==> config.mk <==
export PLATFORM = sky130hd
export DESIGN_NAME = ptrm_front_flat
export DESIGN_NICKNAME = d
export VERILOG_FILES = /design/src/hdl/ptrm_pkg.sv /design/src/hdl/ptrm_req_if.sv /design/src/hdl/ptrm_front.sv /design/src/flat_wrapper.sv
export SDC_FILE = /design/constraint.sdc
export NUM_CORES = 1
export LEC_CHECK = 0
export BUFFER_PORTS_ARGS = -buffer_cell sky130_fd_sc_hd__buf_2
export CAP_MARGIN = 25
export CORE_MARGIN = 5
export CORE_UTILIZATION = 47
export DETAILED_ROUTE_END_ITERATION = 16
export PLACE_DENSITY = 0.76
export SYNTH_ARGS = -nofsm -noshare
export SYNTH_HDL_FRONTEND = slang
export SYNTH_SLANG_ARGS = --single-unit
export TNS_END_PERCENT = 50
==> constraint.sdc <==
create_clock -name clk -period 7.3 [get_ports clk]
set_input_delay 0.365 -clock clk [delete_from_list [all_inputs] [get_ports clk]]
set_output_delay 0.365 -clock clk [all_outputs]
set_load 0.01 [all_outputs]
==> src/hdl/ptrm_pkg.sv <==
// shared types and constants for the page table range mapper
`timescale 1ns / 1ps
package ptrm_pkg;
    localparam int TABLE_FRAMES = 64;
    localparam int FRAME_W = $clog2(TABLE_FRAMES);
    localparam int CNT_W = $clog2(TABLE_FRAMES + 1);
    localparam int STORE_AW = FRAME_W + 9;
    localparam int STORE_DEPTH = TABLE_FRAMES * 512;

    localparam logic [2:0] ST_OK = 3'd0;
    localparam logic [2:0] ST_ADDR = 3'd1;
    localparam logic [2:0] ST_LEN = 3'd2;
    localparam logic [2:0] ST_HUGE = 3'd3;
    localparam logic [2:0] ST_MAPPED = 3'd4;
    localparam logic [2:0] ST_POOL = 3'd5;

    localparam logic [0:0] CFG_HUGE = 1'd0;
    localparam logic [0:0] CFG_BASE = 1'd1;

    typedef struct packed {
        logic [47:0] virt_addr;
        logic [51:0] phys_addr;
        logic [47:0] length_bytes;
        logic [11:0] prot_bits;
        logic        ovw_en;
    } req_t;

    typedef struct packed {
        logic [2:0]  status;
        logic [36:0] chunks_done;
        logic [47:0] fault_addr;
        logic        tlb_flush_needed;
    } rsp_t;

    // classified job handed from front to back
    typedef struct packed {
        req_t       req;
        logic       pre_fault;
        logic [2:0] pre_status;
    } job_t;
endpackage

==> src/hdl/ptrm_req_if.sv <==
// valid/ready channel carrying a map request
`timescale 1ns / 1ps
interface ptrm_req_if;
    import ptrm_pkg::*;
    logic valid;
    logic ready;
    req_t data;
    modport source (output valid, output data, input ready);
    modport sink (input valid, input data, output ready);
endinterface

==> src/hdl/ptrm_front.sv <==
// request intake, alignment checks and two-entry job queue
`timescale 1ns / 1ps
module ptrm_front
    import ptrm_pkg::*;
(
    input  logic clk,
    input  logic rst_n,
    ptrm_req_if.sink req,
    output logic job_valid,
    input  logic job_ready,
    output job_t job
);
    job_t q_reg [2];
    logic [1:0] cnt_reg, cnt_next;
    logic rd_reg, wr_reg;
    logic push, pop;
    job_t j;

    always_comb
    begin
        j.req = req.data;
        j.pre_fault = 1'b1;
        j.pre_status = ST_OK;
        if (req.data.virt_addr[11:0] != 12'd0 || req.data.phys_addr[11:0] != 12'd0)
            j.pre_status = ST_ADDR;
        else if (req.data.length_bytes[11:0] != 12'd0)
            j.pre_status = ST_LEN;
        else if (req.data.length_bytes == 48'd0)
            j.pre_status = ST_OK;
        else
            j.pre_fault = 1'b0;
    end

    assign req.ready = cnt_reg != 2'd2;
    assign push = req.valid && req.ready;
    assign job_valid = cnt_reg != 2'd0;
    assign pop = job_valid && job_ready;
    assign job = q_reg[rd_reg];
    assign cnt_next = cnt_reg + {1'b0, push} - {1'b0, pop};

    always_ff @(posedge clk or negedge rst_n)
    begin
        if (!rst_n)
        begin
            cnt_reg <= 2'd0;
            rd_reg <= 1'b0;
            wr_reg <= 1'b0;
        end
        else
        begin
            cnt_reg <= cnt_next;
            if (push) wr_reg <= ~wr_reg;
            if (pop) rd_reg <= ~rd_reg;
        end
    end

    always_ff @(posedge clk)
    begin
        if (push) q_reg[wr_reg] <= j;
    end
endmodule

==> src/flat_wrapper.sv <==
// flat-port wrapper written by rule: the top's interface ports become plain ports
module ptrm_front_flat import ptrm_pkg::*;
  (clk, rst_n, job_valid, job_ready, job, req_valid, req_data, req_ready);
  ptrm_req_if req_i ();
  input  logic clk;
  input  logic rst_n;
  output logic job_valid;
  input  logic job_ready;
  output job_t job;
  input wire logic [$bits(req_i.valid)-1:0] req_valid;
  input wire logic [$bits(req_i.data)-1:0] req_data;
  output wire logic [$bits(req_i.ready)-1:0] req_ready;
  assign req_i.valid = req_valid;
  assign req_i.data = req_data;
  assign req_ready = req_i.ready;
  ptrm_front u_core (.clk(clk), .rst_n(rst_n), .req(req_i), .job_valid(job_valid), .job_ready(job_ready), .job(job));
endmodule
# --- After elaboration in Yosys (flattened, before gate mapping) ---
# Memories as Yosys holds them, arrays and structs flattened.
# Index checks and enable logic that the tools add are counted.
op_classes:
  add_sub_neg: 2
  eq_ne: 1
  n_mux: 7
  n_bitwise: 2
  n_reduce_logical: 8
ops:
  columns: ["operator", "n"]
  rows:
  - ["$logic_not 48->1", 1]
  - ["$reduce_bool 12->1", 3]
  - ["$mux 1", 5]
  - ["$mux 2", 2]
  - ["$add 2x1->2", 1]
  - ["$logic_and 1x1->1", 2]
  - ["$ne 2x2->1 const B", 1]
  - ["$not 1->1", 2]
  - ["$reduce_bool 2->1", 1]
  - ["$sub 2x1->2", 1]
  - ["$logic_or 1x1->1", 1]
totals:
  regBits: 4
  mem_bits_rw: 328
  in_bits: 165
  out_inout_bits: 167
  memories: 1
mem_list:
  columns: ["name", "depth", "width", "rd", "rd_ports_with_merged_regs", "wr", "line", "rtl"]
  rows:
  - ["u_core.q_reg", 2, 164, 1, 0, 1, "ptrm_front.sv:13", "job_t q_reg [2];"]

# --- Longest topological paths before layout ---
# Gate-level depths: netlist (run 1).
logic_depth:
  word_depth: 4
  mapped_depth: 7

# --- Worst setup path after synthesis (run 1) ---
# OpenSTA, ideal clock, no wires.
synth_timing:
  path_type: "register -> register"
  from: "register u_core.cnt_reg[1]"
  to: "memory u_core.q_reg[0][0] (netlist name) (enable)"
  setup_time_ns: 0.690
  arrival_time_ns: 7.447
  required_ns: 6.610
  slack_ns: -0.837
  stages_incl_launch_ff: 4
  period_less_slack_ns: 8.137
  path_cell_list: "dfrtp_1 nand2_1 nand2_1 nor2_1"
synth_via:
  elab_chain_len: 4
synth_rtl:
  columns: ["item", "line", "rtl"]
  rows:
  - ["from (decl)", "ptrm_front.sv:14", "logic [1:0] cnt_reg, cnt_next;"]
  - ["from (signal assigned)", "ptrm_front.sv:51", "cnt_reg <= cnt_next;"]
  - ["$ne 2x2->1", "ptrm_front.sv:34", "assign req.ready = cnt_reg != 2'd2;"]
  - ["net req_ready", "flat_wrapper.sv:12", "output wire logic [$bits(req_i.ready)-1:0] req_ready;"]
  - ["$logic_and 1x1->1", "ptrm_front.sv:35", "assign push = req.valid && req.ready;"]
  - ["$mux 1", "ptrm_front.sv:59", "if (push) q_reg[wr_reg] <= j;"]
  - ["$mux 1 (not written as such)", "ptrm_front.sv:59", null]
  - ["to (decl)", "ptrm_front.sv:13", null]
# The timed path passes the listed nets, and every way through them passes these cells.

==> results by group, run 1 <==
Logic synthesis
  – Synth Warn #: 0
  – Post-Syn Area per Cell: 21.98 um2
  – Synth Register Bits: about 330
  – Sequential share of the synthesized area: 80.96%
  – Unique masters post-synth: 22
  – Syn nets: 726
  – Synth Cell Area: ~12,000 um2
  – Gate Count Post-Synth: between 500 and 600

Cells and area
  – Commonest non-fill, non-tap cell in the layout: buf_2
  – Final Non-Filler Cells: around 1,300
  – Area delta synth->final: 25.05%
  – Commonest non-fill, non-tap cells in the layout: buf_2 (330), edfxtp_1 (328), mux2_2 (164), clkbuf_16 (37), nor4_1 (15)
  – Number of flip-flops in the largest register: approximately 330
  – Design area: between 15,000 and 20,000 um2
  – Fillers: approximately 2,000
  – Final #Nets: 1,084
  – Layout cells sized above 1: between 50% and 60%

Timing
  – TNS Setup: 0 ps
  – Final worst path period need: 2847 ps
  – Final setup violation count: 0
  – Slew @ Worst Pin: about 1100 ps
  – Worst relative slew slack: between 20% and 30%
  – FMAX: ~350 MHz
  – Hold Vio Cnt, Final: 0
  – Final Max Slew Viols: 0
  – Post-Route Skew: between 10 and 15 ps
  – Tcrit/Tclk final: roughly two fifths
  – Min Hold Slack: ~56 ps
  – RSZ-0062 raised after global routing: no

Floorplanning
  – Starting Density: 47.43%
  – Ports: around 330
  – FP Rows: 59
  – Die Height: roughly 170 um
  – Die width: approximately 170 um
  – Die area: slightly below 30,000 um2
  – Core area: 25,910 um2

Critical path
  – Worst Setup SP: u_core.rd_reg
  – CP Data Required Time: 6930 ps
  – Arr. time, crit path: roughly 2500 ps
  – Critical Path Fanout Max: roughly 80
  – Crit start category: flip-flop
  – RR Endpoint: u_core.q_reg[0][25]
  – Reg2reg setup slack: between 4000 and 5000 ps
  – R2r startpoint: u_core.cnt_reg[1]
  – Critical path type: reg -> out
  – Worst r2r path cells: 4
  – CP Capture Type: output port

CTS
  – Root buf cell: clkbuf_16
  – CTS sink count: between 300 and 400
  – # H-tree levels: 2
  – CTS Buf Count: 35
  – # resized after CTS: 0
  – CTS tree: yes
  – Clock buffer depth: 3
  – Skew-Pair Late Insertion Delay: a little under 500 ps
  – Total setup buffers inserted after CTS: 0
  – Clk slew on worst S/H paths: roughly 60 ps

Global route
  – Initial antenna violation count: 2
  – Largest net degree at the start of global routing: 80
  – GRT Util Overall: between 15 and 20%
  – First-pass GRT wire length: between 30 and 40 mm
  – Vias in the first global route: between 6,000 and 7,000
  – Gr ovfl total: 0

Power and ir drop
  – Leak Pwr: approximately 5.7 nW
  – PwrDens: 399.6 nW/um2
  – Peak supply drop: roughly 0.26 mV

Placed design
  – Post-detail-place hpwl: between 15 and 20 mm
  – GPL Wtd Cong: approximately 0.75
  – PortBufs: 330
  – Placed cell areas: 14,220 um2
  – Dpl cells: around 1,200

Flow run
  – Max_cap viols: 0

Routing
  – Post-route ant nets: 0
  – Avg WL per Cell: about 20 um
  – Drt drc: 0
  – DR iter-0 viols: 439
  – DRT Wirelength: 25.56 mm
  – First-pass DRT Iterations: 4
  – Via Count: roughly 6,400
  – Drt via density: approximately 5.1

Worst hold path
  – Hold path start: req_data[86]
  – Hold EP: u_core.q_reg[1][89]
  – Worst hold path class: in -> reg
  – Hold depth: 1

Outcome
  – Outcome: completed
## worst max path at each step
stage                                end  slack (ps)  cells after the start
floorplan             u_core.q_reg[0][0]        1940                      3
global placement    u_core.q_reg[0][118]        4850                      4
detailed placement   u_core.q_reg[0][72]        4820                      4
CTS                              job[55]        4390                      3
global route                     job[25]        4360                      3
finish                           job[26]        4450                      3
## metrics by stage
| step | total power, W | setup slack (ps) | util (%) |
|---|---|---|---|
| after global placement | 0.004507 | 4854 | 54.87 |
| final | 0.006141 | 4453 | 59.31 |
| after floorplan | 0.003962 | 1936 | - |
| after CTS | 0.006194 | 4393 | 58.98 |
| after detailed placement | 0.004541 | 4823 | 54.87 |
| after global routing | 0.006449 | 4355 | 59.31 |
## Yosys cell counts
library cell | instances | area share [%]
dfrtp_1 | 4 | 0.81
nand3_1 | 1 | 0.041
and3_1 | 2 | 0.10
or2_2 | 1 | 0.051
ha_1 | 2 | 0.20
edfxtp_1 | 328 | 80
nor4_1 | 15 | 0.76
o311ai_1 | 1 | 0.071
xor2_1 | 1 | 0.071
inv_1 | 4 | 0.12
nor2_1 | 2 | 0.061
conb_1 | 1 | 0.031
xnor2_1 | 3 | 0.21
buf_4 | 1 | 0.061
buf_2 | 1 | 0.041
mux2_2 | 164 | 15
nor3_1 | 1 | 0.041
nand2_1 | 4 | 0.12
buf_6 | 17 | 1.6
and2_1 | 1 | 0.051
nand4_1 | 2 | 0.10
nor4_2 | 3 | 0.31
## area by class of cell
| class | instances | area, um2 | share of cell area [%] |
|---|---|---|---|
| clock inverters | 12 | 77.57 | 0.5048 |
| flip-flops and latches | 332 | 9953 | 64.77 |
| multi-input cells | 204 | 2133 | 13.88 |
| inverters | 4 | 15.01 | 0.09770 |
| clock buffers | 48 | 977.2 | 6.359 |
| diodes | 1 | 2.502 | 0.01628 |
| well taps | 335 | 419.2 | 2.728 |
| repair buffers | 340 | 1789 | 11.64 |
## layer usage
metal	up-vias	wire [um]	GRT usage [%]
met2	257	13000	28.35
met3	42	2256	4.689
li1	2963	-	-
met1	3182	9800	20.32
met4	2	490	4.616
met5	-	7	0
## power breakdown
group          total (W)  switching (W)  internal, W
combinational    0.00180        0.00100     0.000803
sequential       0.00270      0.0000966      0.00261
clock            0.00163       0.000665     0.000967
## critical path: stages, from the launching register on
cell and delay (ps):
dfrtp_4 500, buf_4 780, mux2_2 460, buf_2 150
## timing repair
item / 4_1_cts / 5_1_grt
hold buffers: 1 / 0
endpoints found under the hold margin: 4 / 0
endpoints found under the setup margin: 0 / 0
## cell families (layout without fill, tap and decap cells)
| kind of cell | count (synthesis) | in the layout | synth area share [%] |
|---|---|---|---|
| AOI/OAI and AO/OA | 1 | 1 | 0.07128 |
| xor gates and xnor gates | 4 | 4 | 0.2851 |
| adders and majority gates | 2 | 2 | 0.2036 |
| buffers and inverters | 23 | 404 | 1.782 |
| DFF | 332 | 332 | 80.96 |
| muxes | 164 | 164 | 15.03 |
| other | 1 | 2 | 0.03051 |
| and+or+nand+nor | 32 | 32 | 1.639 |
Power figures use the tool's default switching activity.
==> run 2: changes to the inputs <==
- clock period: 7.3 -> 2.6 ns (I/O delays scaled with it)
==> results by group, run 2 (synthesis results as in run 1) <==
Routing
  – DRT Wirelength: 28.99 mm (+13%)
  – Avg WL per Cell: 20.13 um (+0.50%)
  – Drt drc: 0 (unchanged)
  – Drt via density: 5.028 (-0.47%)
  – Via Count: 7,240 (+12%)
  – Post-route ant nets: 0 (unchanged)
  – First-pass DRT Iterations: 7 (+3)
  – DR iter-0 viols: 482 (+9.8%)

Placed design
  – Post-detail-place hpwl: 17.28 mm (+0.69%)
  – Dpl cells: 1,215 (+0.33%)
  – PortBufs: 330 (unchanged)
  – Pre-CTS setup slack: 841.1 ps (-3982 ps)
  – GPL Wtd Cong: 0.7797 (+3.3%)

Critical path
  – CP max stage cell: dfrtp_4
  – CP max stage delay: 660 ps (-120 ps)
  – Arr. time, crit path: 2050 ps (-430 ps)
  – Critical path type: reg -> out
  – CP Capture Type: output port
  – Crit start category: flip-flop
  – CP Data Required Time: 2470 ps (-4460 ps)
  – Critical path cell sequence: buf_12, mux2_2, buf_2
  – Critical Path Fanout Max: 47 (-40%)

Timing
  – Slew @ Worst Pin: 566.9 ps (-498.3 ps)
  – FMAX: approximately 460 MHz
  – Min Hold Slack: 355.0 ps (+299.0 ps)
  – Final setup violation count: 0 (unchanged)
  – Final Max Slew Viols: 0 (unchanged)
  – Final worst path period need: 2178 ps
  – Hold Vio Cnt, Final: 0 (unchanged)
  – Worst Slack Setup Final: 422.2 ps (-4031 ps)
  – Tcrit/Tclk final: a little over four fifths
  – Post-Route Skew: 8.197 ps (-6.242 ps)
  – Worst relative slew slack: 62.20% (+33 points)
  – RSZ-0062 raised after global routing: no

Cells and area
  – Final #Nets: 1,248 (+15%)
  – Ant diodes: 0 (-1)
  – Final Non-Filler Cells: 1,440 (+13%)
  – Commonest non-fill, non-tap cells in the layout: buf_2 (330), edfxtp_1 (328), dlygate4sd3_1 (165), mux2_2 (164), clkbuf_16 (37)
  – Finished Core Util: 65.89% (+6.6 points)
  – Fillers: 1,663 (-15%)
  – Commonest non-fill, non-tap cell in the layout: buf_2
  – Area delta synth->final: 38.92%
  – Layout cells sized above 1: 50.77% (-8.2 points)
  – Number of flip-flops in the largest register: 328 (unchanged)

CTS
  – CTS tree: yes
  – Clock buffer depth: 3 (unchanged)
  – # H-tree levels: 2 (unchanged)
  – CTS sink count: 332 (unchanged)
  – Skew-Pair Late Insertion Delay: 500 ps (about the same)
  – Root buf cell: clkbuf_16
  – Clk slew on worst S/H paths: 60 ps (about the same)
  – CTS Buf Count: 34 (-2.9%)
  – Total setup buffers inserted after CTS: 0 (unchanged)
  – # resized after CTS: 0 (unchanged)

Flow run
  – Max_cap viols: 0 (unchanged)

Power and ir drop
  – Leak Pwr: 6.409 nW (+13%)
  – Peak supply drop: 0.7586 mV (+190%)
  – Tot Pwr: 0.01770 W (+190%)
  – PwrDens: 1037 nW/um2 (+160%)

Floorplanning
  – Die Height: 171.7 um (unchanged)
  – Ports: 332 (unchanged)
  – Starting Density: 47.43% (unchanged)
  – Die width: 171.7 um (unchanged)
  – FP Rows: 59 (unchanged)
  – Die area: 29,480 um2 (unchanged)
  – Core area: 25,910 um2 (unchanged)

Global route
  – Gr ovfl total: 0 (unchanged)
  – Vias in the first global route: 7,880 (+17%)
  – GRT Util Overall: 18.81% (+2.4 points)
  – Largest net degree at the start of global routing: 90 (+13%)
  – First-pass GRT wire length: 43.01 mm (+15%)
  – Initial antenna violation count: 0 (-2)

Outcome
  – Outcome: completed

Worst hold path
  – Worst hold path class: in -> reg
-- run 2: area by class of cell --
type	count	area, um2	area share, %
inverter	4	15.01	0.08794
sequential	332	9953	58.30
tap	335	419.2	2.455
multi-input combinational	204	2143	12.55
clock inverter	15	122.6	0.7182
clock buffer	45	965.9	5.658
timing repair buffer	505	3453	20.23
-- run 2: repair_timing --
action | 4_1_cts | 5_1_grt
setup endpoints to repair | 0 | 0
hold buffers | 165 | 0
endpoints found under the hold margin | 328 | 0
-- run 2: path summary, 6_finish.rpt --
path | from | endpoint | slack (ps) | cells after the start
min reg2reg | u_core.wr_reg | u_core.wr_reg | 560 | 1
max | u_core.rd_reg | job[55] | 420 | 3
min | req_data[142] | u_core.q_reg[0][145] | 360 | 2
max in group asynchronous | rst_n | u_core.rd_reg | 1860 | 3
min in group asynchronous | rst_n | u_core.wr_reg | 540 | 3
max reg2reg | u_core.cnt_reg[1] | u_core.cnt_reg[1] | 820 | 7
-- run 2: worst max-delay path, delay by kind of cell, from the launching register on --
| family | cells | cell delay, ps |
|---|---|---|
| flops | 1 | 660 |
| buf+inv | 2 | 460 |
| mux | 1 | 400 |
-- run 2: through the flow --
step                setup TNS, ps  cell area, um2
CTS                             0           17070
detailed placement              0           14330
finish                          0           17070
global route                    0           17070
floorplan                 -203670           12310
global placement                0           14330
-- run 2: metal layers --
layer | up-vias | share of wire, % | GRT usage (%) | wire length [um]
met1 | 3544 | 37 | 22.09 | 10650
met4 | 0 | 2.4 | 5.718 | 689
li1 | 3288 | - | - | -
met5 | - | 0 | 0 | 0
met2 | 348 | 52 | 33.59 | 15080
met3 | 60 | 8.8 | 5.424 | 2563
-- run 2: power by group --
part,switching [W],total [W],internal (W)
Clock,0.00189,0.00470,0.00281
Combinational,0.00289,0.00534,0.00245
Sequential,0.000343,0.00766,0.00731
